`config.mk`:
```
export PLATFORM = sky130hd
export DESIGN_NAME = sha256_stream_hasher
export DESIGN_NICKNAME = d
export VERILOG_FILES = /design/src/hdl/sha256_pkg.sv /design/src/hdl/sha256_stream_hasher.sv /design/src/hdl/sha256_round_unit.sv
export SDC_FILE = /design/constraint.sdc
export NUM_CORES = 2
export LEC_CHECK = 0
export BUFFER_PORTS_ARGS = -buffer_cell sky130_fd_sc_hd__clkbuf_2
export CAP_MARGIN = 10
export CORE_ASPECT_RATIO = 1.1
export CORE_UTILIZATION = 50
export DETAILED_ROUTE_END_ITERATION = 8
export GPL_TIMING_DRIVEN = 0
export PLACE_DENSITY = 0.74
export SLEW_MARGIN = 30
export SYNTH_ARGS = -nofsm -noshare
export SYNTH_HDL_FRONTEND = slang
export SYNTH_SLANG_ARGS = --single-unit
export TNS_END_PERCENT = 1
```
`constraint.sdc`:
```
create_clock -name clk -period 30.3 [get_ports clk]
set_input_delay 3.03 -clock clk [delete_from_list [all_inputs] [get_ports clk]]
set_output_delay 3.03 -clock clk [all_outputs]
set_load 0.02 [all_outputs]
```
`src/hdl/sha256_pkg.sv`:
```
// ----------------------------------------------------------------------------
// SHA-256 shared definitions
// Word type, round constants, initial hash value, sigma functions, state
// types and the control bundle passed from the sequencer to the round unit.
// ----------------------------------------------------------------------------
package sha256_pkg;

  typedef logic [31:0] word_t;

  localparam word_t ROUND_K [64] = '{
    32'h428A2F98, 32'h71374491, 32'hB5C0FBCF, 32'hE9B5DBA5,
    32'h3956C25B, 32'h59F111F1, 32'h923F82A4, 32'hAB1C5ED5,
    32'hD807AA98, 32'h12835B01, 32'h243185BE, 32'h550C7DC3,
    32'h72BE5D74, 32'h80DEB1FE, 32'h9BDC06A7, 32'hC19BF174,
    32'hE49B69C1, 32'hEFBE4786, 32'h0FC19DC6, 32'h240CA1CC,
    32'h2DE92C6F, 32'h4A7484AA, 32'h5CB0A9DC, 32'h76F988DA,
    32'h983E5152, 32'hA831C66D, 32'hB00327C8, 32'hBF597FC7,
    32'hC6E00BF3, 32'hD5A79147, 32'h06CA6351, 32'h14292967,
    32'h27B70A85, 32'h2E1B2138, 32'h4D2C6DFC, 32'h53380D13,
    32'h650A7354, 32'h766A0ABB, 32'h81C2C92E, 32'h92722C85,
    32'hA2BFE8A1, 32'hA81A664B, 32'hC24B8B70, 32'hC76C51A3,
    32'hD192E819, 32'hD6990624, 32'hF40E3585, 32'h106AA070,
    32'h19A4C116, 32'h1E376C08, 32'h2748774C, 32'h34B0BCB5,
    32'h391C0CB3, 32'h4ED8AA4A, 32'h5B9CCA4F, 32'h682E6FF3,
    32'h748F82EE, 32'h78A5636F, 32'h84C87814, 32'h8CC70208,
    32'h90BEFFFA, 32'hA4506CEB, 32'hBEF9A3F7, 32'hC67178F2
  };

  localparam word_t INIT_HASH [8] = '{
    32'h6A09E667, 32'hBB67AE85, 32'h3C6EF372, 32'hA54FF53A,
    32'h510E527F, 32'h9B05688C, 32'h1F83D9AB, 32'h5BE0CD19
  };

  localparam word_t PAD_MARKER = 32'h80000000;
  localparam logic [3:0] LEN_HI_POS = 4'd14;
  localparam logic [3:0] LAST_POS = 4'd15;
  localparam logic [2:0] FULL_BYTES = 3'd4;
  localparam logic [2:0] LAST_INDEX = 3'd7;
  localparam logic [5:0] LAST_ROUND = 6'd63;

  typedef enum logic [2:0] {
    ST_IDLE,
    ST_PAD,
    ST_START,
    ST_WAIT,
    ST_OUT
  } seq_state_t;

  typedef enum logic [1:0] {
    PH_IDLE,
    PH_ROUND,
    PH_FINAL
  } core_phase_t;

  typedef struct packed {
    logic push;
    logic start;
    logic init;
  } core_ctl_t;

  function automatic word_t rotr(input word_t x, input int n);
    rotr = (x >> n) | (x << (32 - n));
  endfunction

  function automatic word_t big_sigma0(input word_t x);
    big_sigma0 = rotr(x, 2) ^ rotr(x, 13) ^ rotr(x, 22);
  endfunction

  function automatic word_t big_sigma1(input word_t x);
    big_sigma1 = rotr(x, 6) ^ rotr(x, 11) ^ rotr(x, 25);
  endfunction

  function automatic word_t small_sigma0(input word_t x);
    small_sigma0 = rotr(x, 7) ^ rotr(x, 18) ^ (x >> 3);
  endfunction

  function automatic word_t small_sigma1(input word_t x);
    small_sigma1 = rotr(x, 17) ^ rotr(x, 19) ^ (x >> 10);
  endfunction

endpackage

```
`src/hdl/sha256_stream_hasher.sv`:
```
// ----------------------------------------------------------------------------
// SHA-256 stream hasher
// Gathers message words into blocks, pads the final block and emits the
// eight digest words through a shared one-round-per-cycle compression unit.
// ----------------------------------------------------------------------------
// The message enters on the in_ channel as big-endian words. in_tlast marks
// the last word, and in_tuser gives its count of valid leading bytes (0 to 4).
// A non-final word is taken whenever in_tready is high. Every sixteenth
// word starts a compression (a start state, 64 rounds, a chaining add
// and a return to idle), during which in_tready is low and no word is taken.
// After the final word the block pushes padding words at one per cycle up to
// the end of the block, compresses, and may need one more padded block.
// The eight digest words then leave on the out_ channel, H0 first, with the
// word index in out_tuser and out_tlast on the eighth. A stall on out_tready
// holds the current word; no input is taken until all eight are delivered.
// After the eighth word the chaining value, word count and bit length return
// to their reset values. Reset clears all control state at once and leaves
// the block ready for a new message; no clearing pass is needed.
// ----------------------------------------------------------------------------
module sha256_stream_hasher
  import sha256_pkg::*;
(
  input  logic        clk,
  input  logic        rst_n,
  input  logic        in_tvalid,
  output logic        in_tready,
  input  logic [31:0] in_tdata,   // message_word[31:0]
  input  logic [2:0]  in_tuser,   // valid_bytes[2:0]
  input  logic        in_tlast,
  output logic        out_tvalid,
  input  logic        out_tready,
  output logic [31:0] out_tdata,  // digest_word[31:0]
  output logic [2:0]  out_tuser,  // digest_index[2:0]
  output logic        out_tlast
);

  seq_state_t  state_r, state_nxt;
  logic [3:0]  pos_r, pos_nxt;
  logic [63:0] bitlen_r, bitlen_nxt;
  logic [63:0] len_r, len_nxt;
  logic        marker_r, marker_nxt;
  logic        hi_sent_r, hi_sent_nxt;
  logic        fin_r, fin_nxt;
  logic        done_r, done_nxt;
  logic [2:0]  idx_r, idx_nxt;
  core_ctl_t   ctl;
  word_t       push_word;
  word_t       digest;
  logic        busy;
  logic [2:0]  nbytes;
  word_t       keep_mask;
  word_t       tail_marker;
  logic        out_acc;

  sha256_round_unit u_round (
    .clk       (clk),
    .rst_n     (rst_n),
    .ctl       (ctl),
    .push_word (push_word),
    .rd_idx    (idx_r),
    .rd_word   (digest),
    .busy      (busy)
  );

  assign out_acc = out_tvalid && out_tready;
  assign nbytes  = (in_tuser > FULL_BYTES) ? FULL_BYTES : in_tuser;

  always_comb begin
    case (nbytes)
      3'd0: begin
        keep_mask   = 32'h00000000;
        tail_marker = 32'h80000000;
      end
      3'd1: begin
        keep_mask   = 32'hFF000000;
        tail_marker = 32'h00800000;
      end
      3'd2: begin
        keep_mask   = 32'hFFFF0000;
        tail_marker = 32'h00008000;
      end
      3'd3: begin
        keep_mask   = 32'hFFFFFF00;
        tail_marker = 32'h00000080;
      end
      default: begin
        keep_mask   = 32'hFFFFFFFF;
        tail_marker = 32'h00000000;
      end
    endcase
  end

  always_comb begin
    state_nxt   = state_r;
    pos_nxt     = pos_r;
    bitlen_nxt  = bitlen_r;
    len_nxt     = len_r;
    marker_nxt  = marker_r;
    hi_sent_nxt = hi_sent_r;
    fin_nxt     = fin_r;
    done_nxt    = done_r;
    idx_nxt     = idx_r;
    ctl         = '0;
    push_word   = '0;
    in_tready   = 1'b0;
    out_tvalid  = 1'b0;
    case (state_r)
      ST_IDLE: begin
        in_tready = 1'b1;
        if (in_tvalid) begin
          ctl.push = 1'b1;
          pos_nxt  = pos_r + 4'd1;
          if (!in_tlast) begin
            push_word  = in_tdata;
            bitlen_nxt = bitlen_r + 64'd32;
            if (pos_r == LAST_POS) begin
              state_nxt = ST_START;
            end
          end else begin
            push_word   = (in_tdata & keep_mask) | tail_marker;
            len_nxt     = bitlen_r + {58'd0, nbytes, 3'd0};
            marker_nxt  = (nbytes == FULL_BYTES);
            hi_sent_nxt = 1'b0;
            done_nxt    = 1'b0;
            fin_nxt     = 1'b1;
            state_nxt   = (pos_r == LAST_POS) ? ST_START : ST_PAD;
          end
        end
      end
      ST_PAD: begin
        ctl.push = 1'b1;
        pos_nxt  = pos_r + 4'd1;
        if (marker_r) begin
          push_word  = PAD_MARKER;
          marker_nxt = 1'b0;
        end else if (hi_sent_r) begin
          push_word = len_r[31:0];
          done_nxt  = 1'b1;
        end else if (pos_r == LEN_HI_POS) begin
          push_word   = len_r[63:32];
          hi_sent_nxt = 1'b1;
        end
        if (pos_r == LAST_POS) begin
          state_nxt = ST_START;
        end
      end
      ST_START: begin
        ctl.start = 1'b1;
        state_nxt = ST_WAIT;
      end
      ST_WAIT: begin
        if (!busy) begin
          if (!fin_r) begin
            state_nxt = ST_IDLE;
          end else if (done_r) begin
            state_nxt = ST_OUT;
          end else begin
            state_nxt = ST_PAD;
          end
        end
      end
      ST_OUT: begin
        out_tvalid = 1'b1;
        if (out_tready) begin
          idx_nxt = idx_r + 3'd1;
          if (idx_r == LAST_INDEX) begin
            ctl.init   = 1'b1;
            pos_nxt    = '0;
            bitlen_nxt = '0;
            fin_nxt    = 1'b0;
            done_nxt   = 1'b0;
            state_nxt  = ST_IDLE;
          end
        end
      end
      default: begin
        state_nxt = ST_IDLE;
      end
    endcase
  end

  always_ff @(posedge clk) begin
    if (!rst_n) begin
      state_r   <= ST_IDLE;
      pos_r     <= '0;
      bitlen_r  <= '0;
      marker_r  <= 1'b0;
      hi_sent_r <= 1'b0;
      fin_r     <= 1'b0;
      done_r    <= 1'b0;
      idx_r     <= '0;
    end else begin
      state_r   <= state_nxt;
      pos_r     <= pos_nxt;
      bitlen_r  <= bitlen_nxt;
      marker_r  <= marker_nxt;
      hi_sent_r <= hi_sent_nxt;
      fin_r     <= fin_nxt;
      done_r    <= done_nxt;
      idx_r     <= idx_nxt;
    end
  end

  always_ff @(posedge clk) begin
    len_r <= len_nxt;
  end

  assign out_tdata = digest;
  assign out_tuser = idx_r;
  assign out_tlast = (idx_r == LAST_INDEX);

`ifndef NO_ASSERTIONS
  a_ready_excl_valid: assert property (@(posedge clk) disable iff (!rst_n)
    in_tready |-> !out_tvalid)
    else $error("Input request taken while digest output is pending.");

  a_start_busy: assert property (@(posedge clk) disable iff (!rst_n)
    (state_r == ST_START) |=> busy)
    else $error("Round unit did not start on a start request.");

  a_digest_restart: assert property (@(posedge clk) disable iff (!rst_n)
    (out_acc && idx_r == LAST_INDEX) |=> (pos_r == '0 && bitlen_r == '0 && idx_r == '0))
    else $error("Message state not cleared after the last digest word.");

  a_start_block_full: assert property (@(posedge clk) disable iff (!rst_n)
    (state_r == ST_START) |-> (pos_r == '0))
    else $error("Compression started on a partial block.");
`endif

endmodule

```
`src/hdl/sha256_round_unit.sv`:
```
// ----------------------------------------------------------------------------
// SHA-256 round unit
// Holds the message window, the working variables and the chaining value,
// and runs one compression round per cycle for 64 rounds.
// ----------------------------------------------------------------------------
module sha256_round_unit
  import sha256_pkg::*;
(
  input  logic      clk,
  input  logic      rst_n,
  input  core_ctl_t ctl,
  input  word_t     push_word,
  input  logic [2:0] rd_idx,
  output word_t     rd_word,
  output logic      busy
);

  core_phase_t phase_r, phase_nxt;
  logic [5:0]  rnd_r, rnd_nxt;
  word_t       win_r [16];
  word_t       var_r [8];
  word_t       hash_r [8];
  word_t       t1, t2, ch, maj, sched;

  always_comb begin
    ch    = (var_r[4] & var_r[5]) ^ (~var_r[4] & var_r[6]);
    maj   = (var_r[0] & var_r[1]) ^ (var_r[0] & var_r[2]) ^ (var_r[1] & var_r[2]);
    t1    = var_r[7] + big_sigma1(var_r[4]) + ch + ROUND_K[rnd_r] + win_r[0];
    t2    = big_sigma0(var_r[0]) + maj;
    sched = small_sigma1(win_r[14]) + win_r[9] + small_sigma0(win_r[1]) + win_r[0];
  end

  always_comb begin
    phase_nxt = phase_r;
    rnd_nxt   = rnd_r;
    case (phase_r)
      PH_IDLE: begin
        if (ctl.start) begin
          phase_nxt = PH_ROUND;
          rnd_nxt   = '0;
        end
      end
      PH_ROUND: begin
        rnd_nxt = rnd_r + 6'd1;
        if (rnd_r == LAST_ROUND) begin
          phase_nxt = PH_FINAL;
        end
      end
      PH_FINAL: begin
        phase_nxt = PH_IDLE;
      end
      default: begin
        phase_nxt = PH_IDLE;
      end
    endcase
  end

  always_ff @(posedge clk) begin
    if (!rst_n) begin
      phase_r <= PH_IDLE;
      rnd_r   <= '0;
    end else begin
      phase_r <= phase_nxt;
      rnd_r   <= rnd_nxt;
    end
  end

  always_ff @(posedge clk) begin
    if (ctl.push || phase_r == PH_ROUND) begin
      for (int i = 0; i < 15; i++) begin
        win_r[i] <= win_r[i + 1];
      end
      win_r[15] <= (phase_r == PH_ROUND) ? sched : push_word;
    end
  end

  always_ff @(posedge clk) begin
    if (phase_r == PH_IDLE && ctl.start) begin
      for (int i = 0; i < 8; i++) begin
        var_r[i] <= hash_r[i];
      end
    end else if (phase_r == PH_ROUND) begin
      var_r[7] <= var_r[6];
      var_r[6] <= var_r[5];
      var_r[5] <= var_r[4];
      var_r[4] <= var_r[3] + t1;
      var_r[3] <= var_r[2];
      var_r[2] <= var_r[1];
      var_r[1] <= var_r[0];
      var_r[0] <= t1 + t2;
    end
  end

  always_ff @(posedge clk) begin
    if (!rst_n) begin
      for (int i = 0; i < 8; i++) begin
        hash_r[i] <= INIT_HASH[i];
      end
    end else if (ctl.init) begin
      for (int i = 0; i < 8; i++) begin
        hash_r[i] <= INIT_HASH[i];
      end
    end else if (phase_r == PH_FINAL) begin
      for (int i = 0; i < 8; i++) begin
        hash_r[i] <= hash_r[i] + var_r[i];
      end
    end
  end

  assign rd_word = hash_r[rd_idx];
  assign busy    = (phase_r != PH_IDLE);

endmodule

```
==> metrics.txt <==
status=finished clean; post-CTS resize count=0; kind of critical path=reg2reg; row count=145; routability cong.=1.028; Routed WL=248400 um; drt first pass iters=9; Critical Path Sink Type=register; CP max stage delay=910 ps; largest net degree at the start of global routing=80; DR vias=55180; worst slew pin tran=1162 ps; CTS tree=built; Detailed Place HPWL=between 150000 and 200000 um; PortBufs=76; Cell variety after synth=114; Worst slew margin=22.27%; cts bufs inserted=about 120; maxcap violations=0; DR WL/cell=27.97 um; Final #Nets=7497; Critical Path AT=12780 ps; Post-synth ARST share=0%; pre-CTS setup slack=18480 ps; FF+latch count, synth=1169; Initial Utilization=50.50%; grt met3 use=between 6 and 7%; die span in x=363.4 um; clk buf depth=3; Max Clock Freq=between 0.08 and 0.09 GHz; Critical Path Slowest Stage Cell=o21ai_0; clock-pin slew of the registers on the worst-case setup and hold paths=70 ps; Core Area=between 100000 and 150000 um^2; met2 Use GR=51.97%; CP Launch Type=register; average size of a mapped cell=10.81 um^2; I/O pins=around 80; initial antenna violation count=7; Final setup viols=0; antenna-violating nets left=0; DR DRC count=0; count of final max-slew check failures=0; PD cells=62.24 nW/um^2; Peak VDD IR=about 0.05 mV; DIE HEIGHT=399.5 um; clock sink count=1169; Post-synth EDFFs=1053; Hold Fails Final Rpt=0; worst-path fanout max=10; Synth area leaders=edfxtp_1, ha_1, nand2_1; Die ar.=about 150000 um^2; register area share after synthesis=47.26%; routed vias/inst=approximately 6.2; TNS Setup=0 ps; Post-Synthesis Cells=6643; Synthesis Warnings=0; Iter 0 DRT Violations=6719; vias in the first global route=52790; gr ovfl total=0; Setup Skew=between 80 and 90 ps; Required @ worst endpoint=slightly above 30000 ps; Post-CTS Setup Bufs=0; final worst-path cycle share=slightly above 40%; Hold WC Path Type=reg2reg; layout cells sized above 1=8.094%; Lkg Pwr=30.25 nW; final setup margin=approximately 18000 ps; syn nets=7277; met1 usage=approximately 45%; Yosys top cell by area=edfxtp_1; H-tree lvl count=3; clk root buf=clkbuf_16; Most Used Layer, Global Route=met2; unrepaired setup endpoints after global routing=false; first-pass GRT wire length=approximately 360000 um; Yosys top cell area share=44.02%; Mapped Area=71830 um^2; Clk Latency, worst-skew pair=800 ps; gr usage total=33.98%; most common flop cell mapped by yosys=edfxtp_1; Layout area overhead=10.58%; Post-CTS Hold Buffers=0; min cycle time layout=12290 ps
-- critical path, delay by kind of cell (launching register included) --
| family | cells | cell delay, ps |
|---|---|---|
| buffers and inverters | 7 | 2780 |
| xor gates and xnor gates | 1 | 760 |
| AOI/OAI and AO/OA | 15 | 4520 |
| and+or+nand+nor | 3 | 730 |
| DFF | 1 | 330 |
| adders and majority gates | 6 | 2840 |
-- sequential cells by signal, summed over array words and instances, names as in the netlist, named ones only --
signal	count
u_round.rnd_r	6
hi_sent_r	1
len_r	61
bitlen_r	59
u_round.hash_r	256
fin_r	1
u_round.var_r	256
state_r	3
marker_r	1
out_tuser	3
done_r	1
u_round.phase_r	2
pos_r	4
u_round.win_r	512
-- layout by cell type, fill, tap and decap left out, types with 120 or more instances in the layout --
cell,Yosys,routed
xnor2_1,448,444
a21oi_1,373,373
edfxtp_1,1053,1053
clkbuf_16,0,120
clkbuf_1,253,254
a21o_1,159,159
nand2_1,1089,1085
xor2_1,203,203
inv_1,263,262
ha_1,399,399
fa_1,195,195
nor2_1,440,440
o21ai_0,311,310
-- layout make-up --
class / instances / area (um^2)
antenna: 2 / 5.005
buffer: 295 / 1157
clock buffer: 150 / 3186
clock inverter: 76 / 955.9
fill: 12140 / 62810
inverter: 264 / 998.5
multi-input combinational: 4915 / 35870
sequential: 1169 / 33940
tap: 1911 / 2391
timing repair buffer: 99 / 914.6
-- through the flow --
| stage | instances | util [%] | hold WS, ps | total power, W | instance area [um^2] |
|---|---|---|---|---|---|
| global placement | 8630 | 52.45 | 400.1 | 0.003347 | 74600 |
| finish | 8881 | 55.84 | 386.4 | 0.004944 | 79420 |
| CTS | 8878 | 55.80 | 382.8 | 0.004911 | 79370 |
| global route | 8879 | 55.84 | 395.8 | 0.005129 | 79420 |
| floorplan | 6643 | - | 400.3 | 0.002945 | 71830 |
| detailed placement | 8652 | 52.89 | 404.5 | 0.003344 | 75230 |
-- worst paths after layout --
path | slack (ps) | to | startpoint | depth (start not counted)
worst min register to register | 390 | u_round.win_r[6][12] | u_round.win_r[7][12] | 0
worst max-delay path | 18010 | u_round.var_r[0][30] | u_round.rnd_r[3] | 32
worst max register to register | 18010 | u_round.var_r[0][30] | u_round.rnd_r[3] | 32
worst min-delay path | 390 | u_round.win_r[6][12] | u_round.win_r[7][12] | 0
-- power breakdown --
part	switching [W]	internal (W)	leakage [nW]
sequential	0.0000763	0.00186	11.2
clock	0.000684	0.000881	1.97
combinational	0.000882	0.000560	17.1
total	0.00164	0.00330	30.2
-- routing by layer --
metal / wire, um / vias up
met1: 96780 / 27040
met2: 109400 / 3148
li1: - / 24310
met3: 25310 / 685
met5: 10 / -
met4: 16930 / 2
-- synthesized netlist by cell type, types with 22 or more instances --
cell type and number:
a21o_1 159, ha_1 399, clkbuf_1 253, mux2_2 58, buf_1 33, nand4_1 49
and3_1 42, inv_1 263, edfxtp_1 1053, a21oi_1 373, nand3_1 96, fa_1 195
xnor2_1 448, o21bai_1 42, dfxtp_1 116, nor2b_1 55, and2_1 28, o211ai_1 39
nand2b_1 71, nor2_1 440, o21ai_0 311, nand2_1 1089, a31oi_1 31, xor2_1 203
o22ai_1 26, a211oi_1 38, nor3_1 107, mux4_2 72, maj3_1 26, a222oi_1 27
or3_1 62, o21ai_1 22, o21a_1 56
-- cells by family (layout without fill, tap and decap cells) --
kind of cell | Yosys count | after routing | synth area share, %
multiplexers | 152 | 152 | 3.482
XOR/XNOR | 653 | 653 | 8.001
buffers and inverters | 559 | 884 | 2.937
AND/OR/NAND/NOR | 2131 | 2131 | 13.08
AO/OA/AOI/OAI | 1358 | 1358 | 12.49
flip-flops | 1169 | 1169 | 47.26
other | 1 | 3 | 0.005221
adder cells (fa/ha/maj) | 620 | 620 | 12.75
No activity file was read; power rests on OpenSTA's default activity.
